### config.mk
export PLATFORM = sky130hd
export DESIGN_NAME = rqzg_cordic_cell
export DESIGN_NICKNAME = d
export VERILOG_FILES = /design/src/hw/rtl/rqzg_pkg.sv /design/src/hw/rtl/rqzg_cordic_cell.sv
export SDC_FILE = /design/constraint.sdc
export NUM_CORES = 1
export LEC_CHECK = 0
export BUFFER_PORTS_ARGS = -buffer_cell sky130_fd_sc_hd__buf_2
export CORE_MARGIN = 1
export CORE_UTILIZATION = 50
export CTS_CLUSTER_DIAMETER = 200
export DETAILED_ROUTE_END_ITERATION = 6
export PLACE_DENSITY_LB_ADDON = 0.25
export SLEW_MARGIN = 20
export SYNTH_ARGS = -nofsm -noshare
export SYNTH_HDL_FRONTEND = slang
export SYNTH_SLANG_ARGS = --single-unit
### constraint.sdc
create_clock -name clk -period 10.3 [get_ports clk]
set_input_delay 0 -clock clk [delete_from_list [all_inputs] [get_ports clk]]
set_output_delay 0 -clock clk [all_outputs]
set_load 0.1 [all_outputs]
### src/hw/rtl/rqzg_pkg.sv
// ----------------------------------------------------------------------------
// rqzg_pkg
// Shared widths, codes, pipeline structs and the CORDIC arctangent table for
// the rotated quadrant zone generator.
// ----------------------------------------------------------------------------
package rqzg_pkg;

  // grid and iteration limits
  localparam int unsigned MAX_GRID     = 4096;
  localparam int unsigned CORDIC_STEPS = 16;
  localparam int unsigned ATAN_ENTRIES = 24;
  localparam int unsigned STEP_W       = $clog2(ATAN_ENTRIES);

  // field widths
  localparam int unsigned GRID_W  = 13;
  localparam int unsigned CELL_W  = 16;
  localparam int unsigned IDX_W   = 12;
  localparam int unsigned HEAD_W  = 15;
  localparam int unsigned COORD_W = 32;
  localparam int unsigned TRIG_W  = 32;
  localparam int unsigned Z_W     = 31;
  localparam int unsigned LEN_W   = 28;
  localparam int unsigned PROD_W  = LEN_W + 1 + TRIG_W;
  localparam int unsigned EXT_W   = 38;
  localparam int unsigned SUM_W   = 40;
  localparam int unsigned CFG_IDX_W  = 2;
  localparam int unsigned CFG_DATA_W = 16;

  // angle and fixed point constants
  localparam int unsigned FULL_TURN    = 23040;
  localparam int unsigned QUARTER_TURN = 5760;
  localparam int unsigned CORDIC_GAIN  = 652032874;
  localparam int unsigned ROUND_BIAS   = 2 ** 21;
  localparam int unsigned FRAC_SHIFT   = 22;

  // register reset values
  localparam int unsigned GRID_ROWS_RST = 16;
  localparam int unsigned GRID_COLS_RST = 16;
  localparam int unsigned CELL_SIZE_RST = 256;

  // configuration register indexes
  typedef enum logic [CFG_IDX_W-1:0] {
    REG_GRID_ROWS = 2'd0,
    REG_GRID_COLS = 2'd1,
    REG_CELL_SIZE = 2'd2
  } cfg_reg_t;

  // quadrant of the reduced heading
  typedef enum logic [1:0] {
    QUAD_0 = 2'd0,
    QUAD_1 = 2'd1,
    QUAD_2 = 2'd2,
    QUAD_3 = 2'd3
  } quad_t;

  // last zone number of an item
  localparam logic [1:0] ZONE_LAST = 2'd3;

  // data carried along the rotation chain
  typedef struct packed {
    logic signed [TRIG_W-1:0]  x;
    logic signed [TRIG_W-1:0]  y;
    logic signed [Z_W-1:0]     z;
    quad_t                     quad;
    logic signed [COORD_W-1:0] cx;
    logic signed [COORD_W-1:0] cy;
  } cordic_t;

  // centre plus scaled half vectors
  typedef struct packed {
    logic signed [COORD_W-1:0] cx;
    logic signed [COORD_W-1:0] cy;
    logic signed [EXT_W-1:0]   hx;
    logic signed [EXT_W-1:0]   hy;
    logic signed [EXT_W-1:0]   wx;
    logic signed [EXT_W-1:0]   wy;
  } geom_t;

  // arctangent of 2^-i in units of 2^-22 degree
  function automatic logic signed [Z_W-1:0] atan_of(input int unsigned i);
    case (i)
      0:       return 31'sd188743680;
      1:       return 31'sd111421900;
      2:       return 31'sd58872272;
      3:       return 31'sd29884485;
      4:       return 31'sd15000234;
      5:       return 31'sd7507429;
      6:       return 31'sd3754631;
      7:       return 31'sd1877430;
      8:       return 31'sd938729;
      9:       return 31'sd469366;
      10:      return 31'sd234683;
      11:      return 31'sd117342;
      12:      return 31'sd58671;
      13:      return 31'sd29335;
      14:      return 31'sd14668;
      15:      return 31'sd7334;
      16:      return 31'sd3667;
      17:      return 31'sd1833;
      18:      return 31'sd917;
      19:      return 31'sd458;
      20:      return 31'sd229;
      21:      return 31'sd115;
      22:      return 31'sd57;
      23:      return 31'sd29;
      default: return '0;
    endcase
  endfunction

endpackage

### src/hw/rtl/rqzg_cordic_cell.sv
// ----------------------------------------------------------------------------
// rqzg_cordic_cell
// One rotation-mode CORDIC iteration, registered, passing its vector, angle
// residue and the item's side data on to the next cell.
// ----------------------------------------------------------------------------
module rqzg_cordic_cell (
  input  logic                                clk,
  input  logic                                rst_n,
  input  logic                                en,
  input  logic [rqzg_pkg::STEP_W-1:0]         step,
  input  logic signed [rqzg_pkg::Z_W-1:0]     atan,
  input  logic                                d_vld,
  input  rqzg_pkg::cordic_t                   d,
  output logic                                q_vld,
  output rqzg_pkg::cordic_t                   q
);

  logic                                vld_r;
  rqzg_pkg::cordic_t                   q_r;
  rqzg_pkg::cordic_t                   q_nxt;
  logic signed [rqzg_pkg::TRIG_W-1:0]  dx;
  logic signed [rqzg_pkg::TRIG_W-1:0]  dy;

  // micro-rotation towards zero residue
  always_comb begin
    dx    = d.y >>> step;
    dy    = d.x >>> step;
    q_nxt = d;
    if (!d.z[rqzg_pkg::Z_W-1]) begin
      q_nxt.x = d.x - dx;
      q_nxt.y = d.y + dy;
      q_nxt.z = d.z - atan;
    end else begin
      q_nxt.x = d.x + dx;
      q_nxt.y = d.y - dy;
      q_nxt.z = d.z + atan;
    end
  end

  // beat valid
  always_ff @(posedge clk) begin
    if (!rst_n) begin
      vld_r <= 1'b0;
    end else if (en) begin
      vld_r <= d_vld;
    end
  end

  // payload
  always_ff @(posedge clk) begin
    if (en) begin
      q_r <= q_nxt;
    end
  end

  assign q_vld = vld_r;
  assign q     = q_r;

endmodule

# After elaboration in Yosys (flattened, before gate mapping)
# Cells that the tools add are included.
# word_totals
in_bits	201
output_inout_bits	162
register_bits	162
word_cells	16
# classes
n_addsub	6
shift	2
muxes	1
# op_table
operator	count
$mux 95	1
$add 32x32->32	2
$sshr 32x5->32	2
$sub 32x32->32	2
$add 31x31->31	1
$sub 31x31->31	1

# Logic depth before layout (Yosys ltp)
# Gate-level depths: netlist (run 1).
# logic_depth
word_depth	3
depth_mapped	28
depth_no_buf	23

# Worst setup path before layout (run 1)
# No wires, ideal clock.
# synth_timing
path_kind	input port to flip-flop
startpoint	in step[1] (netlist bit)
endpoint	reg q_r (netlist bit q[127]), data pin
setup_time_ns	0.258
path_stages	26
setup_slack_ns	5.029
arrival_ns	5.013
path_cell_list	buf_6 > buf_6 > buf_4 > buf_4 > buf_2 > mux4_2 > mux2i_1 > o22ai_1 > a211o_1 > nor2_1 > inv_1 > nor3b_2 > nor2b_1 > a31oi_1 > xnor2_1 > ha_1 > clkbuf_1 > o21a_1 > o2111ai_1 > o211a_1 > o41ai_1 > a21oi_1 > a21oi_1 > o21a_1 > nor2_1 > xnor2_1
# synth_rtl
element	line_no	rtl
start: declaration	rqzg_cordic_cell.sv:10	input logic [rqzg_pkg::STEP_W-1:0] step,
end signal: assignment	rqzg_cordic_cell.sv:52	q_r <= q_nxt;
end: declaration	rqzg_cordic_cell.sv:19	rqzg_pkg::cordic_t q_r;

==> results.md, run 1 <==
* Number of port buffers at 362
* Later-pin clock latency in the skew report at 0.44 ns
* Multi-input gate area at 10600 um2
* Area Growth Syn to Fin at 21.3%
* NetSw at 1.94 mW
* Row count at 65
* Reg power frac at 0.251
* Slowest Stage Delay on Critical Path at 0.64 ns
* CTS max path bufs at 2
* Req. time, crit path at 10.49 ns
* Power Total at 3.71 mW
* Drt wl/cell at 22.8 um
* RSZ-0062 raised after global routing: no
* Leak at 8.09 nW
* Initial DRC Count at 1717
* CP Data Arrival Time at 6.53 ns
* Post-CTS setup buffers at 0
* Vias per cell at 6.27
* Pint at 1.77 mW
* DRC Markers at 0
* Final Skew at 0 ns
* Sequential cell area at 4850 um2
* Worst slew pin tran at 1.01 ns
* Final worst path period need at 6.33 ns
* Largest net degree at the start of global routing at 87
* Post-Place Worst Slack at 3.62 ns
* DIE AREA at 32700 um2
* IO Count at 363
* Period utilization at 0.615
* Routability congestion estimate at 1.06
* Final number of hold-violating endpoints at 0
* Post-detail-place hpwl at 40300 um
* Initial Utilization at 0.508
* Commonest non-fill, non-tap cell in the layout: buf_2
* EDFF count, synth at 161
* CTS Sinks at 162
* PwrDens at 191 nW/um2
* FILL cells at 2658
* Grt total ovfl at 0
* H-tree Lvls at 4
* Post-synth ARST share at 0
* GRT Total Usage at 0.330
* Crit-path slowest cell: mux4_2
* Clock power share at 0.182
* Die W at 181 um
* Die H at 181 um
* Sequential area share after synthesis at 0.304
* Setup CP Type: primary input to register
* Most frequent cells in the layout: buf_2 (359), nor2_1 (164), edfxtp_1 (161)
* Synthesized area at 16000 um2
* Core Box Area at 31500 um2
* Min-Delay Path Class: primary input to register
* Seq cells post-synth at 162
* Routed wire length at 54800 um
* Final Setup Violations at 0
* Worst-path clk slew at 0.09 ns
* Hold WS at 0.0365 ns
* Num CTS Buffers at 17
* Setup TNS at 0 ns
* 1st-pass router iterations at 6
* Share of cells above drive strength 1 at 0.275
* Slew HR at 0.328
* Crit path launch type: primary input
* Synthesized area per cell at 10.0 um2
* Sw frac at 0.523
* Antenna violations before repair at 4
* Number of global-route vias before repair at 14700
* Family with the most delay on the worst path: simple AND/OR/NAND/NOR gates
* Syn nets at 1898
* Crit path max fanout at 60
* TritonCTS clock tree: yes
* Max cap viols at 0
* Vias after detailed routing at 15000
* Status: completed
* Count of cell types in the netlist at 92
* Setup ws final at 3.97 ns
* Max Slew Vio Count at 0
* Combinational share of power at 0.567
* CP bufs+invs at 3
* Yosys warns at 0
* Maximum VDD drop at 0.140 mV
* First-pass GRT wire length at 83100 um
* Gate Count Post-Synth at 1592
* Final net count at 2289
* Post-DRT Antenna Nets at 0
* Type of destination of the critical path: register
* Main synth FF type: edfxtp_1
* Upper clock frequency limit at 158 MHz
* CP Cell Sequence: buf_4 > buf_4 > mux4_2 > a221oi_2 > a32oi_1 > or3b_1 > nor4_4 > and2_1 > nor2b_1 > nor2_1 > xnor2_1 > ha_1 > nand3_1 > nor2_1 > inv_1 > o311ai_0 > o211ai_1 > o21ai_0 > nor2b_1 > o41ai_1 > xnor2_1
* Root Buffer: clkbuf_16
## tightest hold or removal path, cell delays in order
cell and delay (ns):
buf_2 0.09, ha_1 0.16, xnor2_1 0.12
## sequential cells by signal, summed over array words and instances, names as in the netlist
name,count
q_vld,1
q,161
## power by group through the flow
| stage | Combinational (mW) | Sequential [mW] | Clock (mW) |
|---|---|---|---|
| after CTS | 2.08 | 0.931 | 0.683 |
| final | 2.10 | 0.931 | 0.676 |
| after global routing | 2.20 | 0.944 | 0.709 |
| after detailed placement | 2.05 | 0.945 | 0 |
| after floorplan | 0.748 | 1.85 | 0 |
| after global placement | 2.04 | 0.943 | 0 |
## cell usage after synthesis, types with 8 or more instances
library cell	count	area share
ha_1	102	0.080
nor3_1	28	0.0088
or2_2	13	0.0051
a211oi_1	17	0.0080
buf_1	11	0.0026
xor2_1	70	0.038
o21bai_1	16	0.0075
nand3_1	27	0.0085
nand2_1	106	0.025
and2_1	10	0.0039
o22ai_1	10	0.0039
buf_2	15	0.0047
o21ai_0	52	0.016
o211ai_1	8	0.0038
xnor2_1	99	0.054
a21o_1	46	0.022
nor4_1	9	0.0035
or3_1	8	0.0031
a31oi_1	21	0.0082
buf_4	11	0.0052
a21oi_1	134	0.042
edfxtp_1	161	0.30
o21a_1	15	0.0070
nand2b_1	28	0.011
inv_1	36	0.0085
o31ai_1	13	0.0061
mux4_2	81	0.11
mux2_2	27	0.019
mux2i_1	52	0.033
clkbuf_1	35	0.0082
nor2_1	164	0.039
nor2b_1	19	0.0074
## timing repair
item	CTS	global route
endpoints found under the hold margin	73	0
hold buffers	75	0
resized for setup	0	0
## cells by family (layout without fill, tap and decap cells)
family                     Yosys count  count (layout)  synth area share
DFF                                162             162             0.304
xor gates and xnor gates           171             171            0.0950
other                                0               2                 0
and+or+nand+nor                    443             443             0.132
AOI/OAI and AO/OA                  429             429             0.181
adders and majority gates          105             105            0.0836
muxes                              168             168             0.172
buffers and inverters              114             518            0.0329
## through the flow
step,instance area (um2),instances,util
6_report,19400,2400,0.616
5_1_grt,19400,2399,0.616
4_1_cts,19400,2398,0.616
3_5_place_dp,18000,2291,0.572
3_3_place_gp,18000,2291,0.572
2_1_floorplan,16000,1592,-
## final timing paths
kind / endpoint / cells after the start / slack, ns / start
min reg2reg: q_vld / 3 / 1.13 / q_vld
min: q[95] / 3 / 0.04 / d[95]
max reg2reg: q_vld / 3 / 9.10 / q_vld
max: q[160] / 21 / 3.97 / step[0]
## per-layer routing
layer,global-route usage,wire length [um],vias to the layer above
li1,-,-,6862
met1,0.403,21100,7184
met2,0.559,26400,815
met3,0.0647,4650,176
met4,0.156,2680,0
met5,0,0,-
## cell type report
cell class / instances / share of cell area
Multi-Input combinational cell: 1316 / 0.547
Inverter: 37 / 0.00716
Clock inverter: 15 / 0.0101
Clock buffer: 17 / 0.0219
Antenna cell: 2 / 0.000258
Tap cell: 402 / 0.0259
Timing Repair Buffer: 449 / 0.137
Sequential cell: 162 / 0.250
Power figures use the tool's default switching activity.
==> run 2: changes to the inputs <==
==> constraint.sdc (replaced) <==
create_clock -name clk -period 5.93 [get_ports clk]
set_input_delay 0 -clock clk [delete_from_list [all_inputs] [get_ports clk]]
set_output_delay 0 -clock clk [all_outputs]
set_load 0.1 [all_outputs]
==> run 2 against run 1 <==
  * Final area grew 3.6%
  * Flip-flop and latch count is the same
  * Die area is the same
  * Largest cell class unchanged
  * Clock skew is the same
  * First-iteration DRC count shrank 8.9%
==> results.md, run 2 (same netlist as run 1, synthesis figures left out) <==
* Share of cells above drive strength 1 at 0.304 (was 0.275)
* Grt total ovfl at 0 (unchanged)
* Core Box Area at 31500 um2 (unchanged)
* CTS Sinks at 162 (unchanged)
* PwrDens at 326 nW/um2 (was 191 nW/um2)
* Power Total at 6.55 mW (was 3.71 mW)
* Final number of hold-violating endpoints at 0 (unchanged)
* Most frequent cells in the layout: buf_2 (359), nor2_1 (164), edfxtp_1 (161) (unchanged)
* RSZ-0062 raised after global routing: no (unchanged)
* Period utilization at 0.915
* NetSw at 3.39 mW (was 1.94 mW)
* CTS max path bufs at 2 (unchanged)
* Final Setup Violations at 0 (unchanged)
* Vias per cell at 6.19 (was 6.27)
* Antenna violations before repair at 5 (was 4)
* Row count at 65 (unchanged)
* DIE AREA at 32700 um2 (unchanged)
* Area Growth Syn to Fin at 25.7% (was 21.3%)
* Number of port buffers at 362 (unchanged)
* Sw frac at 0.518 (was 0.523)
* Die W at 181 um (unchanged)
* Hold WS at 0.0313 ns (was 0.0365 ns)
* IO Count at 363 (unchanged)
* Max cap viols at 0 (unchanged)
* CP Cell Sequence: buf_4 > buf_12 > nor2_1 > mux2i_1 > mux2i_1 > a2111oi_2 > buf_4 > nand2_1 > nor2_1 > and4_1 > a31oi_1 > xnor2_1 > ha_1 > a21oi_1 > o21bai_1 > a221o_1 > or2_2 > o221ai_1 > o21ai_0 > a31oi_1 > o21bai_1 > a21oi_1 > xnor2_1 (was buf_4 > buf_4 > mux4_2 > a221oi_2 > a32oi_1 > or3b_1 > nor4_4 > and2_1 > nor2b_1 > nor2_1 > xnor2_1 > ha_1 > nand3_1 > nor2_1 > inv_1 > o311ai_0 > o211ai_1 > o21ai_0 > nor2b_1 > o41ai_1 > xnor2_1)
* Vias after detailed routing at 15400 (was 15000)
* Initial DRC Count at 1565 (was 1717)
* CP Data Arrival Time at 5.64 ns (was 6.53 ns)
* Drt wl/cell at 23.0 um (was 22.8 um)
* # hold bufs at CTS at 77 (was 75)
* TritonCTS clock tree: yes (unchanged)
* Post-CTS setup buffers at 0 (unchanged)
* Commonest non-fill, non-tap cell in the layout: buf_2 (unchanged)
* Combinational share of power at 0.576 (was 0.567)
* First-pass GRT wire length at 86700 um (was 83100 um)
* Die H at 181 um (unchanged)
* Slew HR at 0.418 (was 0.328)
* Initial Utilization at 0.508 (unchanged)
* Largest net degree at the start of global routing at 72 (was 87)
* DRC Markers at 0 (unchanged)
* Pint at 3.16 mW (was 1.77 mW)
* Crit-path slowest cell: nor2_1 (was mux4_2)
* Clock power share at 0.177 (was 0.182)
* Routability congestion estimate at 0.982 (was 1.06)
* Reg power frac at 0.247 (was 0.251)
* Root Buffer: clkbuf_16 (unchanged)
* Worst-path clk slew at 0.08 ns (was 0.09 ns)
* Final Non-Filler Cells at 2487 (was 2400)
* Number of global-route vias before repair at 15200 (was 14700)
* Final Skew at 0 ns (unchanged)
* Status: completed (unchanged)
* Sequential cell area at 4850 um2 (unchanged)
* Setup TNS at 0 ns (unchanged)
* Post_cts resized at 0 (unchanged)
* Min-Delay Path Class: primary input to register (unchanged)
* Num CTS Buffers at 17 (unchanged)
* Routed wire length at 57300 um (was 54800 um)
* Post-DRT Antenna Nets at 0 (unchanged)
* Type of destination of the critical path: register (unchanged)
* 1st-pass router iterations at 6 (unchanged)
* Cell count after placement at 2374 (was 2291)
* CP bufs+invs at 3 (unchanged)
* Max FFs per register at 161 (unchanged)
* Post-detail-place hpwl at 43200 um (was 40300 um)
* Crit path launch type: primary input (unchanged)
* Slowest Stage Delay on Critical Path at 0.54 ns (was 0.64 ns)
* Family with the most delay on the worst path: compound AO/OA/AOI/OAI gates (was simple AND/OR/NAND/NOR gates)
* Max Slew Vio Count at 0 (unchanged)
* Upper clock frequency limit at 184 MHz
* Crit path max fanout at 71 (was 60)
* Later-pin clock latency in the skew report at 0.46 ns (was 0.44 ns)
* Multi-input gate area at 10600 um2 (unchanged)
* Req. time, crit path at 6.14 ns (was 10.49 ns)
* Maximum VDD drop at 0.210 mV (was 0.140 mV)
* Worst slew pin tran at 0.866 ns (was 1.01 ns)
* Final core utilization at 0.638 (was 0.616)
* H-tree Lvls at 4 (unchanged)
* FILL cells at 2562 (was 2658)
* Final worst path period need at 5.43 ns
* Leak at 8.52 nW (was 8.09 nW)
* Final net count at 2374 (was 2289)
* Setup CP Type: primary input to register (unchanged)
* GRT Total Usage at 0.346 (was 0.330)
-- run 2: cell types whose count changed in the layout (fill, tap and decap cells not counted), moves of 2 or more --
cell,previous run,this run
buf_4,14,93
buf_12,0,4
diode_2,2,4
dlygate4sd3_1,75,77
inv_6,4,2
inv_8,2,4
-- run 2: worst min-delay path, stage by stage --
cell and delay (ns):
buf_2 0.11, inv_1 0.05, ha_1 0.12, inv_1 0.04
-- run 2: final timing paths --
| check | startpoint | to | slack, ns | cells after the start |
|---|---|---|---|---|
| worst max-delay path | step[1] | q[157] | 0.50 | 23 |
| worst min-delay path | d[97] | q[97] | 0.03 | 4 |
| worst max register to register | q_vld | q_vld | 4.75 | 3 |
| worst min register to register | q_vld | q_vld | 1.12 | 3 |
-- run 2: metal layers --
metal	wire length, um	part of all wire	track usage
met3	4710	0.082	0.0615
met5	13	0.00023	0
met2	27900	0.49	0.585
met4	2760	0.048	0.179
met1	21900	0.38	0.421
-- run 2: final cells by class --
class,count,area share
Multi-Input combinational cell,1316,0.528
Inverter,37,0.00691
Clock inverter,15,0.00996
Antenna cell,4,0.000498
Sequential cell,162,0.242
Clock buffer,17,0.0212
Tap cell,402,0.0250
Timing Repair Buffer,534,0.167
-- run 2: power groups by stage --
stage	sequential, mW	combinational, mW	clock (mW)
floorplan	3.21	1.30	0
global placement	1.64	3.65	0
detailed placement	1.64	3.68	0
CTS	1.62	3.74	1.17
global route	1.64	3.95	1.22
finish	1.62	3.77	1.16
-- run 2: through the flow --
step | setup WS (ns) | cell area, um2
detailed placement | 0.188 | 18700
finish | 0.504 | 20100
CTS | 0.646 | 20100
floorplan | 0.659 | 16000
global route | 0.0251 | 20100
global placement | 0.199 | 18700
==> run 3: changes to the inputs <==
--- a/config.mk
+++ b/config.mk
@@ -5,6 +5,7 @@
 export SDC_FILE = /design/constraint.sdc
 export NUM_CORES = 1
 export LEC_CHECK = 0
+export ABC_AREA = 1
 export BUFFER_PORTS_ARGS = -buffer_cell sky130_fd_sc_hd__buf_2
 export CORE_MARGIN = 1
 export CORE_UTILIZATION = 50
==> run 3 against run 2 <==
  * Synthesized area barely moved
  * Sequential share of layout area grew 0.98 points
  * Via count rose by 12%
  * The flow now finishes with violations (design-rule violations)
  * Register-to-register slack worse by 0.09 ns
  * Non-clock buffer count is 85 lower
  * Highest routed layer unchanged
  * Global-route usage shrank 0.74 points
  * Routed wire length is 1.4% lower
  * Largest cell class unchanged
  * First-iteration DRC count shrank 0.26%
==> results.md, run 3 <==
* Number of port buffers at 362 (unchanged)
* Row count at 65 (unchanged)
* Setup TNS at 0 ns (unchanged)
* Number of global-route vias before repair at 16100 (was 15200)
* Synth top area share at 0.303 (was 0.302)
* H-tree Lvls at 4 (unchanged)
* IO Count at 363 (unchanged)
* Post-synth ARST share at 0 (unchanged)
* DIE AREA at 32700 um2 (about the same)
* TritonCTS clock tree: yes (unchanged)
* Syn nets at 2548 (was 1898)
* Power Total at 6.38 mW (was 6.55 mW)
* Final Setup Violations at 0 (unchanged)
* Seq cells post-synth at 162 (unchanged)
* First-pass GRT wire length at 86100 um (was 86700 um)
* CP Data Arrival Time at 4.71 ns (was 5.64 ns)
* Req. time, crit path at 6.12 ns (was 6.14 ns)
* DRC Markers at 2 (was 0)
* Busiest grt layer: met2 (unchanged)
* Post-detail-place hpwl at 44600 um (was 43200 um)
* Die W at 181 um (about the same)
* Period utilization at 0.763 (was 0.915)
* Grt met2 use at 0.565 (was 0.585)
* Initial Utilization at 0.507 (was 0.508)
* Sequential area share after synthesis at 0.304 (about the same)
* Die H at 181 um (about the same)
* Synth top cells by count: nand2_1 (642), nand3_1 (407), edfxtp_1 (161) (was nor2_1 (164), edfxtp_1 (161), a21oi_1 (134))
* Yosys warns at 0 (unchanged)
* Vias per cell at 5.67 (was 6.19)
* Most frequent cells in the layout: nand2_1 (642), nand3_1 (407), buf_2 (361) (was buf_2 (359), nor2_1 (164), edfxtp_1 (161))
* Routability congestion estimate at 0.978 (was 0.982)
* Count of cell types in the netlist at 45 (was 92)
* Area Growth Syn to Fin at 20.9% (was 25.7%)
* Max cap viols at 0 (unchanged)
* Met3 Track Usage GR at 0.0454 (was 0.0615)
* Final worst path period need at 4.52 ns (was 5.43 ns)
* CTS Sinks at 162 (unchanged)
* Routed wire length at 56500 um (was 57300 um)
* Post-synthesis cell type with the largest combined area: edfxtp_1 (unchanged)
* Grt total ovfl at 0 (unchanged)
* Initial DRC Count at 1561 (was 1565)
* Gate Count Post-Synth at 2242 (was 1592)
* Max Slew Vio Count at 0 (unchanged)
* Commonest non-fill, non-tap cell in the layout: nand2_1 (was buf_2)
* Upper clock frequency limit at 221 MHz (was 184 MHz)
* Synthesized area at 16000 um2 (about the same)
* Largest net degree at the start of global routing at 93 (was 72)
* Status: finished, violations left (was completed)
* Crit path max fanout at 62 (was 71)
* Setup ws final at 1.41 ns (was 0.504 ns)
* Synthesized area per cell at 7.12 um2 (was 10.0 um2)
* FILL cells at 2925 (was 2562)
* Most common cell in the netlist: nand2_1 (was nor2_1)
* Routing usage on met1 at 0.434 (was 0.421)
* Num CTS Buffers at 17 (unchanged)
* Min-Delay Path Class: primary input to register (unchanged)
* Final Skew at 0 ns (unchanged)
* Leak at 9.45 nW (was 8.52 nW)
* Drt wl/cell at 18.5 um (was 23.0 um)
* Root Buffer: clkbuf_16 (unchanged)
* 1st-pass router iterations at 7 (was 6)
* Share of cells above drive strength 1 at 0.190 (was 0.304)
* Post-DRT Antenna Nets at 0 (unchanged)
* Worst-path clk slew at 0.08 ns (about the same)
* Main synth FF type: edfxtp_1 (unchanged)
* Antenna violations before repair at 6 (was 5)
* Crit path launch type: primary input (unchanged)
* Top cells by area, synth: edfxtp_1 (30%), nand2_1 (15%), nand3_1 (13%) (was edfxtp_1 (30%), mux4_2 (11%), ha_1 (8.0%))
* Slew HR at 0.362 (was 0.418)
* Final number of hold-violating endpoints at 0 (unchanged)
* Core Box Area at 31500 um2 (unchanged)
* Failing checks: design-rule violations
* EDFF count, synth at 161 (unchanged)
* Later-pin clock latency in the skew report at 0.44 ns (was 0.46 ns)
* Post-Place Worst Slack at 1.04 ns (was 0.188 ns)
* Maximum VDD drop at 0.258 mV (was 0.210 mV)
* RSZ-0062 raised after global routing: no (unchanged)
* GRT Total Usage at 0.338 (was 0.346)
* CTS max path bufs at 2 (unchanged)
* Type of destination of the critical path: register (unchanged)
* Post-CTS setup buffers at 0 (unchanged)
* Final net count at 2937 (was 2374)
* PwrDens at 330 nW/um2 (was 326 nW/um2)
* Vias after detailed routing at 17300 (was 15400)
* Worst slew pin tran at 0.956 ns (was 0.866 ns)
* Max FFs per register at 161 (unchanged)
* Setup CP Type: primary input to register (unchanged)
## run 3: cell types whose count changed in the layout (fill, tap and decap cells not counted), sizes merged, moves of 52 or more
cell | before | now
buf | 457 | 375
mux2i | 52 | 0
inv | 45 | 178
mux4 | 81 | 0
xnor2 | 100 | 47
nand2 | 106 | 684
nand3 | 27 | 416
## run 3: stage by stage
step                instance area (um2)  utilization  std cells  hold slack [ns]
finish                            19300        0.614       3048           0.0223
global route                      19300        0.614       3048           0.0278
CTS                               19300        0.613       3046           0.0156
detailed placement                17900        0.570       2940            0.178
global placement                  17900        0.570       2940            0.177
floorplan                         16000            -       2242           0.0935
## run 3: cell type report
class,instances,area [um2],share of cell area
Clock buffer,17,425,0.0220
Sequential cell,162,4850,0.251
Timing Repair Buffer,449,2670,0.138
Antenna cell,2,5.00,0.000259
Inverter,170,643,0.0333
Multi-Input combinational cell,1831,10000,0.519
Tap cell,402,503,0.0260
Clock inverter,15,199,0.0103
## run 3: worst paths after layout
check / from / cells after the start / to / slack [ns]
max: step[1] / 21 / q[153] / 1.41
max reg2reg: q_vld / 3 / q_vld / 4.66
min: d[98] / 2 / q[98] / 0.02
min reg2reg: q_vld / 3 / q_vld / 1.15
## run 3: power breakdown
group	total, mW	switching, mW	internal [mW]	leakage, nW
registers	1.62	0.0592	1.56	1.58
logic	3.59	2.81	0.778	7.57
clock network	1.17	0.591	0.583	0.301
## run 3: repair_timing
| item | CTS | global route |
|---|---|---|
| gates resized for setup | 0 | 0 |
| setup endpoints to repair | 0 | 0 |
| hold endpoints to repair | 72 | 0 |
| hold buffers | 74 | 0 |
## run 3: kinds of logic (layout without fill, tap and decap cells)
| kind of cell | after synthesis | count (layout) | share of synthesized area |
|---|---|---|---|
| buf+inv | 249 | 651 | 0.0691 |
| xor+xnor | 160 | 160 | 0.0877 |
| fa+ha+maj | 105 | 105 | 0.0837 |
| flops | 162 | 162 | 0.304 |
| simple gates | 1322 | 1322 | 0.370 |
| compound gates | 244 | 244 | 0.0859 |
| other cells | 0 | 2 | 0 |
## run 3: worst max-delay path, stage by stage
cell      delay (ns)
buf_2           0.50
inv_6           0.34
nand3_1         0.20
nand3_1         0.11
nand3_1         0.16
nand2_1         0.09
nand2_1         0.06
nand2_1         0.12
ha_1            0.30
nand2_1         0.06
o21ai_0         0.20
fa_1            0.51
nand3_1         0.10
nand2_1         0.09
a21oi_1         0.44
o21ai_0         0.26
a21boi_0        0.44
o21ai_0         0.25
nand2_1         0.17
o21ai_0         0.12
xor2_1          0.17
## run 3: metal layers
metal	wire (um)	share of wire	vias to the layer above
li1	-	-	8367
met1	23200	0.41	7977
met2	26400	0.47	802
met3	4380	0.078	130
met4	2420	0.043	6
met5	30	0.00053	-
