**src/hw/rtl/rqzg_pkg.sv**
```systemverilog
// ----------------------------------------------------------------------------
// rqzg_pkg
// Shared widths, codes, pipeline structs and the CORDIC arctangent table for
// the rotated quadrant zone generator.
// ----------------------------------------------------------------------------
package rqzg_pkg;

  // grid and iteration limits
  localparam int unsigned MAX_GRID     = 4096;
  localparam int unsigned CORDIC_STEPS = 16;
  localparam int unsigned ATAN_ENTRIES = 24;
  localparam int unsigned STEP_W       = $clog2(ATAN_ENTRIES);

  // field widths
  localparam int unsigned GRID_W  = 13;
  localparam int unsigned CELL_W  = 16;
  localparam int unsigned IDX_W   = 12;
  localparam int unsigned HEAD_W  = 15;
  localparam int unsigned COORD_W = 32;
  localparam int unsigned TRIG_W  = 32;
  localparam int unsigned Z_W     = 31;
  localparam int unsigned LEN_W   = 28;
  localparam int unsigned PROD_W  = LEN_W + 1 + TRIG_W;
  localparam int unsigned EXT_W   = 38;
  localparam int unsigned SUM_W   = 40;
  localparam int unsigned CFG_IDX_W  = 2;
  localparam int unsigned CFG_DATA_W = 16;

  // angle and fixed point constants
  localparam int unsigned FULL_TURN    = 23040;
  localparam int unsigned QUARTER_TURN = 5760;
  localparam int unsigned CORDIC_GAIN  = 652032874;
  localparam int unsigned ROUND_BIAS   = 2 ** 21;
  localparam int unsigned FRAC_SHIFT   = 22;

  // register reset values
  localparam int unsigned GRID_ROWS_RST = 16;
  localparam int unsigned GRID_COLS_RST = 16;
  localparam int unsigned CELL_SIZE_RST = 256;

  // configuration register indexes
  typedef enum logic [CFG_IDX_W-1:0] {
    REG_GRID_ROWS = 2'd0,
    REG_GRID_COLS = 2'd1,
    REG_CELL_SIZE = 2'd2
  } cfg_reg_t;

  // quadrant of the reduced heading
  typedef enum logic [1:0] {
    QUAD_0 = 2'd0,
    QUAD_1 = 2'd1,
    QUAD_2 = 2'd2,
    QUAD_3 = 2'd3
  } quad_t;

  // last zone number of an item
  localparam logic [1:0] ZONE_LAST = 2'd3;

  // data carried along the rotation chain
  typedef struct packed {
    logic signed [TRIG_W-1:0]  x;
    logic signed [TRIG_W-1:0]  y;
    logic signed [Z_W-1:0]     z;
    quad_t                     quad;
    logic signed [COORD_W-1:0] cx;
    logic signed [COORD_W-1:0] cy;
  } cordic_t;

  // centre plus scaled half vectors
  typedef struct packed {
    logic signed [COORD_W-1:0] cx;
    logic signed [COORD_W-1:0] cy;
    logic signed [EXT_W-1:0]   hx;
    logic signed [EXT_W-1:0]   hy;
    logic signed [EXT_W-1:0]   wx;
    logic signed [EXT_W-1:0]   wy;
  } geom_t;

  // arctangent of 2^-i in units of 2^-22 degree
  function automatic logic signed [Z_W-1:0] atan_of(input int unsigned i);
    case (i)
      0:       return 31'sd188743680;
      1:       return 31'sd111421900;
      2:       return 31'sd58872272;
      3:       return 31'sd29884485;
      4:       return 31'sd15000234;
      5:       return 31'sd7507429;
      6:       return 31'sd3754631;
      7:       return 31'sd1877430;
      8:       return 31'sd938729;
      9:       return 31'sd469366;
      10:      return 31'sd234683;
      11:      return 31'sd117342;
      12:      return 31'sd58671;
      13:      return 31'sd29335;
      14:      return 31'sd14668;
      15:      return 31'sd7334;
      16:      return 31'sd3667;
      17:      return 31'sd1833;
      18:      return 31'sd917;
      19:      return 31'sd458;
      20:      return 31'sd229;
      21:      return 31'sd115;
      22:      return 31'sd57;
      23:      return 31'sd29;
      default: return '0;
    endcase
  endfunction

endpackage

```
**src/hw/rtl/rqzg_if.sv**
```systemverilog


interface rqzg_out_if;
  logic                                  valid;
  logic                                  ready;
  logic        [1:0]                     zone;
  logic        [rqzg_pkg::IDX_W-1:0]     row_first;
  logic        [rqzg_pkg::IDX_W-1:0]     col_first;
  logic        [rqzg_pkg::IDX_W-1:0]     row_last;
  logic        [rqzg_pkg::IDX_W-1:0]     col_last;
  logic signed [rqzg_pkg::COORD_W-1:0]   corner_a_x;
  logic signed [rqzg_pkg::COORD_W-1:0]   corner_a_y;
  logic signed [rqzg_pkg::COORD_W-1:0]   corner_b_x;
  logic signed [rqzg_pkg::COORD_W-1:0]   corner_b_y;
  logic signed [rqzg_pkg::COORD_W-1:0]   corner_c_x;
  logic signed [rqzg_pkg::COORD_W-1:0]   corner_c_y;
  logic                                  final_zone;

  modport source (output valid, output zone, output row_first, output col_first,
                  output row_last, output col_last, output corner_a_x,
                  output corner_a_y, output corner_b_x, output corner_b_y,
                  output corner_c_x, output corner_c_y, output final_zone,
                  input ready);
  modport sink   (input valid, input zone, input row_first, input col_first,
                  input row_last, input col_last, input corner_a_x,
                  input corner_a_y, input corner_b_x, input corner_b_y,
                  input corner_c_x, input corner_c_y, input final_zone,
                  output ready);
endinterface

```
**src/hw/rtl/rqzg_emit.sv**
```systemverilog
// ----------------------------------------------------------------------------
// rqzg_emit
// Holds one item's geometry and sends its four zone beats in order, taking
// the next item in the cycle its last beat goes out.
// ----------------------------------------------------------------------------
module rqzg_emit (
  input  logic                               clk,
  input  logic                               rst_n,
  input  logic [rqzg_pkg::GRID_W-1:0]        rows,
  input  logic [rqzg_pkg::GRID_W-1:0]        cols,
  input  logic                               d_vld,
  input  rqzg_pkg::geom_t                    d,
  output logic                               load_ok,
  rqzg_out_if.source                         out_ch
);

  typedef enum logic [1:0] {
    COEF_ZERO  = 2'd0,
    COEF_PLUS  = 2'd1,
    COEF_MINUS = 2'd2
  } coef_t;

  logic                                busy_r, busy_nxt;
  logic [1:0]                          zone_r, zone_nxt;
  rqzg_pkg::geom_t                     geom_r;
  logic                                last_beat;
  logic                                load;
  coef_t                               ha, wa, hb, wb, hc, wc;
  logic [rqzg_pkg::GRID_W-1:0]         rows_lo, cols_lo;

  // signed multiple of a half vector component
  function automatic logic signed [rqzg_pkg::EXT_W-1:0] apply(
    input coef_t                             c,
    input logic signed [rqzg_pkg::EXT_W-1:0] v
  );
    case (c)
      COEF_PLUS:  return v;
      COEF_MINUS: return -v;
      default:    return '0;
    endcase
  endfunction

  // centre plus two terms, saturated to 32 bits
  function automatic logic signed [rqzg_pkg::COORD_W-1:0] corner(
    input logic signed [rqzg_pkg::COORD_W-1:0] c,
    input logic signed [rqzg_pkg::EXT_W-1:0]   th,
    input logic signed [rqzg_pkg::EXT_W-1:0]   tw
  );
    logic signed [rqzg_pkg::SUM_W-1:0] s;
    s = rqzg_pkg::SUM_W'(c) + rqzg_pkg::SUM_W'(th) + rqzg_pkg::SUM_W'(tw);
    if (s > 40'sd2147483647) begin
      return 32'sh7fffffff;
    end else if (s < -40'sd2147483648) begin
      return 32'sh80000000;
    end else begin
      return s[rqzg_pkg::COORD_W-1:0];
    end
  endfunction

  // handshake and zone counter
  always_comb begin
    last_beat = busy_r && out_ch.ready && (zone_r == rqzg_pkg::ZONE_LAST);
    load_ok   = !busy_r || last_beat;
    load      = load_ok && d_vld;
    busy_nxt  = busy_r;
    zone_nxt  = zone_r;
    if (load) begin
      busy_nxt = 1'b1;
      zone_nxt = '0;
    end else if (last_beat) begin
      busy_nxt = 1'b0;
    end else if (busy_r && out_ch.ready) begin
      zone_nxt = zone_r + 2'd1;
    end
  end

  always_ff @(posedge clk) begin
    if (!rst_n) begin
      busy_r <= 1'b0;
      zone_r <= '0;
    end else begin
      busy_r <= busy_nxt;
      zone_r <= zone_nxt;
    end
  end

  always_ff @(posedge clk) begin
    if (load) begin
      geom_r <= d;
    end
  end

  // corner recipes per zone
  always_comb begin
    case (zone_r)
      2'd0: begin
        ha = COEF_PLUS;  wa = COEF_PLUS;
        hb = COEF_PLUS;  wb = COEF_ZERO;
        hc = COEF_ZERO;  wc = COEF_PLUS;
      end
      2'd1: begin
        ha = COEF_ZERO;  wa = COEF_PLUS;
        hb = COEF_MINUS; wb = COEF_ZERO;
        hc = COEF_MINUS; wc = COEF_PLUS;
      end
      2'd2: begin
        ha = COEF_PLUS;  wa = COEF_ZERO;
        hb = COEF_PLUS;  wb = COEF_MINUS;
        hc = COEF_ZERO;  wc = COEF_MINUS;
      end
      default: begin
        ha = COEF_ZERO;  wa = COEF_MINUS;
        hb = COEF_MINUS; wb = COEF_MINUS;
        hc = COEF_MINUS; wc = COEF_ZERO;
      end
    endcase
  end

  // index ranges: near half holds the larger share
  assign rows_lo = rows - {1'b0, rows[rqzg_pkg::GRID_W-1:1]};
  assign cols_lo = cols - {1'b0, cols[rqzg_pkg::GRID_W-1:1]};

  assign out_ch.valid      = busy_r;
  assign out_ch.zone       = zone_r;
  assign out_ch.final_zone = (zone_r == rqzg_pkg::ZONE_LAST);
  assign out_ch.row_first  = zone_r[0] ? rows_lo[rqzg_pkg::IDX_W-1:0] : '0;
  assign out_ch.row_last   = zone_r[0] ? rqzg_pkg::IDX_W'(rows - 1'b1)
                                       : rqzg_pkg::IDX_W'(rows_lo - 1'b1);
  assign out_ch.col_first  = zone_r[1] ? cols_lo[rqzg_pkg::IDX_W-1:0] : '0;
  assign out_ch.col_last   = zone_r[1] ? rqzg_pkg::IDX_W'(cols - 1'b1)
                                       : rqzg_pkg::IDX_W'(cols_lo - 1'b1);

  // corners of this zone
  assign out_ch.corner_a_x = corner(geom_r.cx, apply(ha, geom_r.hx), apply(wa, geom_r.wx));
  assign out_ch.corner_a_y = corner(geom_r.cy, apply(ha, geom_r.hy), apply(wa, geom_r.wy));
  assign out_ch.corner_b_x = corner(geom_r.cx, apply(hb, geom_r.hx), apply(wb, geom_r.wx));
  assign out_ch.corner_b_y = corner(geom_r.cy, apply(hb, geom_r.hy), apply(wb, geom_r.wy));
  assign out_ch.corner_c_x = corner(geom_r.cx, apply(hc, geom_r.hx), apply(wc, geom_r.wx));
  assign out_ch.corner_c_y = corner(geom_r.cy, apply(hc, geom_r.hy), apply(wc, geom_r.wy));

endmodule

```
**src/flat_wrapper.sv**
```systemverilog
// flat-port wrapper written by rule: the top's interface ports become plain ports
module rqzg_emit_flat 
  (clk, rst_n, rows, cols, d_vld, d, load_ok, out_ch_valid, out_ch_zone, out_ch_row_first, out_ch_col_first, out_ch_row_last, out_ch_col_last, out_ch_corner_a_x, out_ch_corner_a_y, out_ch_corner_b_x, out_ch_corner_b_y, out_ch_corner_c_x, out_ch_corner_c_y, out_ch_final_zone, out_ch_ready);
  rqzg_out_if out_ch_i ();
  input  logic clk;
  input  logic rst_n;
  input  logic [rqzg_pkg::GRID_W-1:0] rows;
  input  logic [rqzg_pkg::GRID_W-1:0] cols;
  input  logic d_vld;
  input  rqzg_pkg::geom_t d;
  output logic load_ok;
  output wire logic [$bits(out_ch_i.valid)-1:0] out_ch_valid;
  output wire logic [$bits(out_ch_i.zone)-1:0] out_ch_zone;
  output wire logic [$bits(out_ch_i.row_first)-1:0] out_ch_row_first;
  output wire logic [$bits(out_ch_i.col_first)-1:0] out_ch_col_first;
  output wire logic [$bits(out_ch_i.row_last)-1:0] out_ch_row_last;
  output wire logic [$bits(out_ch_i.col_last)-1:0] out_ch_col_last;
  output wire logic [$bits(out_ch_i.corner_a_x)-1:0] out_ch_corner_a_x;
  output wire logic [$bits(out_ch_i.corner_a_y)-1:0] out_ch_corner_a_y;
  output wire logic [$bits(out_ch_i.corner_b_x)-1:0] out_ch_corner_b_x;
  output wire logic [$bits(out_ch_i.corner_b_y)-1:0] out_ch_corner_b_y;
  output wire logic [$bits(out_ch_i.corner_c_x)-1:0] out_ch_corner_c_x;
  output wire logic [$bits(out_ch_i.corner_c_y)-1:0] out_ch_corner_c_y;
  output wire logic [$bits(out_ch_i.final_zone)-1:0] out_ch_final_zone;
  input wire logic [$bits(out_ch_i.ready)-1:0] out_ch_ready;
  assign out_ch_valid = out_ch_i.valid;
  assign out_ch_zone = out_ch_i.zone;
  assign out_ch_row_first = out_ch_i.row_first;
  assign out_ch_col_first = out_ch_i.col_first;
  assign out_ch_row_last = out_ch_i.row_last;
  assign out_ch_col_last = out_ch_i.col_last;
  assign out_ch_corner_a_x = out_ch_i.corner_a_x;
  assign out_ch_corner_a_y = out_ch_i.corner_a_y;
  assign out_ch_corner_b_x = out_ch_i.corner_b_x;
  assign out_ch_corner_b_y = out_ch_i.corner_b_y;
  assign out_ch_corner_c_x = out_ch_i.corner_c_x;
  assign out_ch_corner_c_y = out_ch_i.corner_c_y;
  assign out_ch_final_zone = out_ch_i.final_zone;
  assign out_ch_i.ready = out_ch_ready;
  rqzg_emit u_core (.clk(clk), .rst_n(rst_n), .rows(rows), .cols(cols), .d_vld(d_vld), .d(d), .load_ok(load_ok), .out_ch(out_ch_i));
endmodule
```
**config.mk**
```make
export PLATFORM = sky130hd
export DESIGN_NAME = rqzg_emit_flat
export DESIGN_NICKNAME = d
export VERILOG_FILES = /design/src/hw/rtl/rqzg_pkg.sv /design/src/hw/rtl/rqzg_if.sv /design/src/hw/rtl/rqzg_emit.sv /design/src/flat_wrapper.sv
export SDC_FILE = /design/constraint.sdc
export NUM_CORES = 2
export LEC_CHECK = 0
export BUFFER_PORTS_ARGS = -buffer_cell sky130_fd_sc_hd__buf_2
export CAP_MARGIN = 15
export CORE_MARGIN = 2
export CORE_UTILIZATION = 60
export DETAILED_ROUTE_END_ITERATION = 10
export GPL_TIMING_DRIVEN = 0
export PLACE_DENSITY = 0.85
export SLEW_MARGIN = 40
export SYNTH_ARGS = -nofsm -noshare
export SYNTH_HDL_FRONTEND = slang
export SYNTH_SLANG_ARGS = --single-unit
```
**constraint.sdc**
```tcl
create_clock -name clk -period 11 [get_ports clk]
set_input_delay 2.2 -clock clk [delete_from_list [all_inputs] [get_ports clk]]
set_output_delay 2.2 -clock clk [all_outputs]
set_load 0.005 [all_outputs]
```
* Word level (Yosys, flattened, before mapping) *
Cells that the tools add are included.

storage, ports and cells
  register bits = 219
  input port bits = 246
  output and inout port bits = 245
  word-level logic and storage cells = 107

cells by class
  add/sub/neg operators = 23
  magnitude comparators = 12
  equal/unequal tests = 15
  multiplexer cells = 36
  bitwise operators = 2
  reduce and logical (&&, ||, !) cells = 11

operators by type and width
  kind                     number
  $pmux W38 S2             12
  $mux W32                 12
  $add A39 B38 Y40         6
  $gt A40 B32 Y1 const B   6
  $lt A40 B32 Y1 const B   6
  $add A32 B38 Y39         6
  $neg A38 Y38             4
  $mux W12                 4
  $sub A12 B1 Y12 const B  4
  $sub A12 B12 Y12         2
  $eq A2 B2 Y1 const B     7
  $eq A2 B1 Y1 const B     6
  $pmux W2 S2              2
  $mux W2                  3
  $reduce_or A2 Y1         3
  $logic_and A1 B1 Y1      3
  $mux W1                  3
  $add A2 B1 Y2 const B    1
  $eq A1 B2 Y1 const B     1
  $logic_not A2 Y1         1
  $not A1 Y1               2
  $reduce_and A2 Y1        1
  $reduce_bool A2 Y1       1
  $eq A1 B1 Y1 const B     1
  2 further kinds          2

* Logic depth before layout (Yosys ltp) *
  word-level depth = 10
  depth in mapped cells = 29
  gate-level depth less buffers = 25

* Worst setup path before layout *
Ideal clock, no wire load.

  path type = register to output
  start = register u_core.geom_r[0] (netlist name)
  end = output out_ch_corner_c_y[11]
  arrival = 6609 ps
  data required time = 8800 ps
  slack = 2191 ps
  stages on the path, launching flop included = 30
  path buffers = 4
  cells stage by stage = edfxtp_1 > inv_1 > ha_1 > nor3b_1 > nand2_1 > or3_1 > clkbuf_1 > or3_1 > buf_2 > and2b_1 > nand2_1 > nor3_2 > a21o_1 > a21oi_1 > or2_1 > fa_1 > inv_1 > ha_1 > clkbuf_1 > a21o_1 > a21oi_1 > nor2_1 > o41ai_1 > mux2i_1 > o21ai_0 > or3b_2 > nor4_1 > a41oi_1 > clkbuf_1 > o31ai_1

on the way
  cells in the longest elaborated chain, start to end = 6
  elaborated cells between the ends (all ways) = 7
  classes of those cells = 2 x add/sub; 2 x order compare; 3 x mux

ends and longest elaborated chain
  item                      line                text
  start: declaration        rqzg_emit.sv:25     rqzg_pkg::geom_t geom_r;
  start signal: assignment  rqzg_emit.sv:89     geom_r <= d;
  $neg A38 Y38              rqzg_emit.sv:38     COEF_MINUS: return -v;
  $pmux W38 S2 *            rqzg_emit.sv:36     case (c)
  $add A39 B38 Y40 *        rqzg_emit.sv:50     s = rqzg_pkg::SUM_W'(c) + rqzg_pkg::SUM_W'(th) + rqzg_pkg::SUM_W'(tw);
  $lt A40 B32 Y1            rqzg_emit.sv:53     end else if (s < -40'sd2147483648) begin
  $mux W32                  rqzg_emit.sv:53
  $mux W32 *                rqzg_emit.sv:51     if (s > 40'sd2147483647) begin
  end: declaration          flat_wrapper.sv:23  output wire logic [$bits(out_ch_i.corner_c_y)-1:0] out_ch_corner_c_y;

Every way passes the cells marked *; elsewhere a longest branch is shown, timed or not.

* Worst setup path in the final report *
  start = register u_core.zone_r[0] (netlist: u_core.out_ch.zone[0])
  end = output out_ch_corner_a_y[29]

on the way
  cells in the longest elaborated chain, start to end = 10
  elaborated cells between the ends (all ways) = 19
  classes of those cells = 2 x add/sub; 2 x order compare; 6 x eq/ne; 6 x mux; 3 x reduce/logical

ends and longest elaborated chain
  item                                              line                text
  start: declaration                                rqzg_emit.sv:24     logic [1:0] zone_r, zone_nxt;
  start signal: assignment                          rqzg_emit.sv:83     zone_r <= zone_nxt;
  $eq A2 B2 Y1 or $logic_not A2 Y1 (tied branches)  rqzg_emit.sv:95     case (zone_r)
  $reduce_or A2 Y1 (no line)                        n/a
  $mux W1                                           rqzg_emit.sv:95
  $eq A1 B2 Y1 or $eq A1 B1 Y1 (tied branches)      rqzg_emit.sv:36
  $pmux W38 S2                                      rqzg_emit.sv:36
  $add A32 B38 Y39                                  rqzg_emit.sv:50
  $add A39 B38 Y40 *                                rqzg_emit.sv:50
  $lt A40 B32 Y1                                    rqzg_emit.sv:53
  $mux W32                                          rqzg_emit.sv:53
  $mux W32 *                                        rqzg_emit.sv:51
  end: declaration                                  flat_wrapper.sv:19  output wire logic [$bits(out_ch_i.corner_a_y)-1:0] out_ch_corner_a_y;

Marks and branches as above.

==> results.md <==
- The worst hold path passes through 2 cells.
- The number of enable flip-flop cells after synthesis is between 200 and 250.
- The most used flip-flop cell after synthesis is sky130_fd_sc_hd__edfxtp_1.
- The commonest cells after synthesis are sky130_fd_sc_hd__inv_1, sky130_fd_sc_hd__nand2_1, sky130_fd_sc_hd__a21oi_1, sky130_fd_sc_hd__nor2_1, sky130_fd_sc_hd__o21ai_0.
- The final max-slew violation count is 0.
- In this run the cell area of the synthesized design comes to 0.0373 sq mm.
- The tree is rooted in a sky130_fd_sc_hd__clkbuf_16.
- The number of I/O pins is 491.
- Of the post-synthesis cell area, the dominant cell type holds 0.174.
- The number of nets handed over by synthesis was 5,476.
- The class of the most critical hold timing path is flip-flop to flip-flop.
- The setup TNS is 0 ps.
- Of the available clock period, the critical path in the final layout requires 0.998.
- By area the synthesized netlist is led by sky130_fd_sc_hd__edfxtp_1, sky130_fd_sc_hd__fa_1, sky130_fd_sc_hd__ha_1, sky130_fd_sc_hd__inv_1, sky130_fd_sc_hd__xnor2_1.
- The synthesized flop and latch total is between 200 and 250.
- Clock-pin slew was measured on the worst setup and hold paths at 60 ps.
- The wire length of the first global-routing pass is 220 mm.
- The count of cells along the worst register-to-register path is 8.
- Of the total power, the share spent switching nets is 0.508.
- In the routed design, unresolved DRC markers number 0.
- The time the worst path needs with I/O delays and setup is 10,980 ps.
- Of the total power, registers draw 0.171.
- The routed wire length is 153 mm.
- The area of the die is 0.0641 sq mm.
- Once detail routing completed, the nets flagged for antenna violations numbered 0.
- From synthesis to final layout, the design area changed by 13.3%.
- The flow ran to the end, and the final reports show no timing, DRC or antenna violations.
- STA puts the critical path data arrival time at 8780 ps.
- Of all nets on the critical path, the largest fanout is 12.
- The switching power total is 3100 uW.
- The number of buffers created by CTS is 26.
- The worst register-to-register path has a setup slack of 7510 ps.
- The maximum number of pins on one net before global-route repair is 48.
- Power comes to roughly 6100 uW.
- The worst register-to-register path begins at u_core.out_ch.zone[1].
- During placement, the flow inserted port buffers numbering around 500.
- The HPWL after detailed placement is 126 mm.
- For this run, the register share of the synthesized area comes to 0.176.
- For this run, the total global-route usage over all layers was measured as 0.458.
- The internal portion of the total power is 3000 uW.
- CTS built an H-tree with a depth of 1.
- The initial utilization of the core area, before any placement, comes to 0.605.
- The via count of the first global-routing pass is 36,213.
- The share of total power dissipated in the clock network is 0.145.
- The floorplan has 91 rows.
- Each instance of the synthesized netlist takes up on average 7.88 sq um.
- The total area inside the core boundary comes to 0.0616 sq mm.
- The combinational fraction of design power is 0.684.
- The per-cell routed wire length is 24.9 um.
- The async set-reset flop share out of synthesis is 0.
- The share of cells above drive strength 1 is 0.161.
- The later-pin clock latency in the skew report is 610 ps.
- The worst max-slew margin expressed relative to the limit is 0.354.
- In the routed layout, each cell is associated on average with a via count of 6.43.
- The data required time at the worst endpoint is 8800 ps.
- The most frequent cell after synthesis is sky130_fd_sc_hd__inv_1.
- The number of distinct library cells after synthesis is roughly 110.
- The start point of the critical path is u_core.out_ch.zone[0].
- The max capacitance violation total is 0.
- In this run, post-CTS hold repair placed 0 buffers.
- The overall overflow remaining after global route is 0.
- The die height is 253 um.
- The TritonCTS clock tree is yes.
- The maximum number of buffers from clock root to sink is 3.
- The critical path is of the flip-flop to output pin type.
- The slew of the pin with the lowest slew margin is 969 ps.
- Hold is met by approximately 550 ps.
- The cell accounting for the most synthesized area is sky130_fd_sc_hd__edfxtp_1.
- In this run the critical register-to-register path is captured at u_core.geom_r[212].
- The clock arrives with 14.3 ps of skew.
- The clock net in this run drives a total of about 220 sinks.
- The chip width is 253 um.
- The count of synthesis-stage warnings from yosys is 0.
- The final number of setup-violating endpoints is 0.
- For this block, the via count after detailed routing is roughly 39,000.
- Following the worst setup path forward leads to its endpoint at out_ch_corner_a_y[29].
- The ratio of total power to cell area is 144 mW/mm^2.
- The worst supply voltage drop on vdd is 0.156 mV.
- The highest clock rate is 91.1 MHz.
- The count of filler cells inserted in the layout is 5,338.
- Setup repair after global routing left no endpoint under its margin.
- The number of nets in the layout is 6,012.
- The hold violation total from the final report is 0.
- For this design the static power due to leakage is 0.0193 uW.
- The first TritonRoute pass finished after 9 iterations.
- The final weighted congestion of routability-driven global placement is 1.07.
- The worst setup path is captured at an output pin.
- The kind of start point of the critical path is a flip-flop.
- The starting DRC count in detailed routing is 5,061.
- The cell count after synthesis is 4,732.
- The initial antenna violation count came to 17.
[power groups by stage]
stage | logic (uW) | clock network, uW | registers, uW
after floorplan | 2540 | 0 | 1030
after global placement | 3860 | 0 | 1070
after detailed placement | 3920 | 0 | 1050
after CTS | 3980 | 879 | 1040
after global routing | 4460 | 906 | 1040
final | 4170 | 881 | 1040
[critical path, stage by stage, from the launching register on]
cell and delay (ps):
sky130_fd_sc_hd__dfxtp_2 440, sky130_fd_sc_hd__clkbuf_2 300, sky130_fd_sc_hd__inv_2 160, sky130_fd_sc_hd__buf_4 270, sky130_fd_sc_hd__buf_6 250, sky130_fd_sc_hd__ha_4 270, sky130_fd_sc_hd__nor2_4 390, sky130_fd_sc_hd__nor2_4 140
sky130_fd_sc_hd__clkbuf_2 340, sky130_fd_sc_hd__clkbuf_4 340, sky130_fd_sc_hd__nor2_1 470, sky130_fd_sc_hd__nor3_1 230, sky130_fd_sc_hd__fa_1 430, sky130_fd_sc_hd__ha_1 340, sky130_fd_sc_hd__a211oi_1 360, sky130_fd_sc_hd__o21ai_0 240
sky130_fd_sc_hd__a31o_2 320, sky130_fd_sc_hd__o21ai_1 570, sky130_fd_sc_hd__a21oi_1 200, sky130_fd_sc_hd__or4_1 550, sky130_fd_sc_hd__a22oi_1 210, sky130_fd_sc_hd__nand4_2 370, sky130_fd_sc_hd__nand2_2 400, sky130_fd_sc_hd__buf_4 270
sky130_fd_sc_hd__o21ai_0 120, sky130_fd_sc_hd__buf_2 160
[what timing repair did]
action | 4_1_cts | 5_1_grt
buffers inserted | 3 | 12
endpoints found under the setup margin | 190 | 181
resized for setup | 41 | 66
pin swaps | 2 | 4
[how the worst min path moves through the flow]
stage | endpoint | from
after global routing | u_core.out_ch.valid | u_core.out_ch.valid
after floorplan | u_core.out_ch.valid | u_core.out_ch.valid
after global placement | u_core.out_ch.valid | u_core.out_ch.valid
after CTS | u_core.out_ch.valid | u_core.out_ch.valid
final | u_core.out_ch.valid | u_core.out_ch.valid
after detailed placement | u_core.out_ch.valid | u_core.out_ch.valid
[stage by stage]
step | cell area (sq um) | utilization | std cells | worst slack [ps]
6_report | 42200 | 0.686 | 6132 | 19.5
5_1_grt | 42200 | 0.686 | 6130 | 4.29
4_1_cts | 42000 | 0.681 | 6113 | 3.11
3_5_place_dp | 41000 | 0.665 | 6065 | -1650
3_3_place_gp | 40800 | 0.662 | 6059 | -2930
2_1_floorplan | 37300 | - | 4732 | 2190
[registers in the layout, indices dropped and copies added (netlist names)]
signal,count
u_core.geom_r,216
u_core.out_ch.zone,2
u_core.out_ch.valid,1
[final cells by class]
cell class                      count  area (sq um)  share of cell area
Antenna cell                        9          22.5            0.000533
Buffer                            226          1010              0.0239
Clock buffer                       29           683              0.0162
Clock inverter                     17           138             0.00326
Inverter                          560          2110              0.0499
Multi-Input combinational cell   3724         28000               0.663
Sequential cell                   219          6550               0.155
Tap cell                          837          1050              0.0248
Timing Repair Buffer              511          2680              0.0635
[cell families (layout without fill, tap and decap cells)]
kind of cell,after synthesis,count (layout),share of synthesized area
AO/OA/AOI/OAI,1300,1300,0.227
buffers and inverters,789,1343,0.0816
other,0,9,0
AND/OR/NAND/NOR,1558,1558,0.213
flip-flops,219,219,0.176
multiplexers,42,42,0.0114
XOR/XNOR,326,326,0.0770
adder cells (fa/ha/maj),498,498,0.215
[layer usage]
layer | vias to the layer above | wire (um) | share of wire | track usage
li1 | 17619 | - | - | -
met1 | 18562 | 58500 | 0.38 | 0.608
met2 | 2785 | 63000 | 0.41 | 0.666
met3 | 465 | 22600 | 0.15 | 0.158
met4 | 15 | 8500 | 0.056 | 0.213
met5 | - | 194 | 0.0013 | 0.00232
[layout by cell type (no fill, tap or decap), types with 24 or more instances in the layout]
master | synthesis | routed
sky130_fd_sc_hd__buf_2 | 18 | 516
sky130_fd_sc_hd__nand4_1 | 44 | 44
sky130_fd_sc_hd__a211oi_1 | 35 | 34
sky130_fd_sc_hd__clkbuf_16 | 0 | 27
sky130_fd_sc_hd__clkbuf_2 | 5 | 37
sky130_fd_sc_hd__clkbuf_1 | 180 | 145
sky130_fd_sc_hd__fa_1 | 236 | 236
sky130_fd_sc_hd__edfxtp_1 | 216 | 216
sky130_fd_sc_hd__o21ai_1 | 10 | 24
sky130_fd_sc_hd__o31ai_1 | 26 | 25
sky130_fd_sc_hd__nor3_1 | 114 | 110
sky130_fd_sc_hd__mux2i_1 | 37 | 37
sky130_fd_sc_hd__and3_1 | 52 | 52
sky130_fd_sc_hd__xor2_1 | 118 | 118
sky130_fd_sc_hd__nand2_1 | 434 | 434
sky130_fd_sc_hd__or4_1 | 24 | 24
sky130_fd_sc_hd__nor2b_1 | 44 | 43
sky130_fd_sc_hd__o21bai_1 | 40 | 40
sky130_fd_sc_hd__and2_1 | 111 | 110
sky130_fd_sc_hd__a21oi_1 | 334 | 331
sky130_fd_sc_hd__a31oi_1 | 25 | 24
sky130_fd_sc_hd__xnor2_1 | 207 | 207
sky130_fd_sc_hd__o21a_1 | 39 | 39
sky130_fd_sc_hd__inv_1 | 559 | 556
sky130_fd_sc_hd__nand3_1 | 105 | 104
sky130_fd_sc_hd__o211ai_1 | 34 | 34
sky130_fd_sc_hd__nor2_1 | 292 | 287
sky130_fd_sc_hd__ha_1 | 262 | 261
sky130_fd_sc_hd__o21ai_0 | 286 | 272
sky130_fd_sc_hd__or2_2 | 103 | 103
sky130_fd_sc_hd__a21o_1 | 181 | 180
sky130_fd_sc_hd__a22oi_1 | 109 | 109
sky130_fd_sc_hd__or3_1 | 53 | 53
sky130_fd_sc_hd__nand2b_1 | 43 | 43
sky130_fd_sc_hd__nor4_1 | 39 | 32
(Power assumes the default switching activity.)
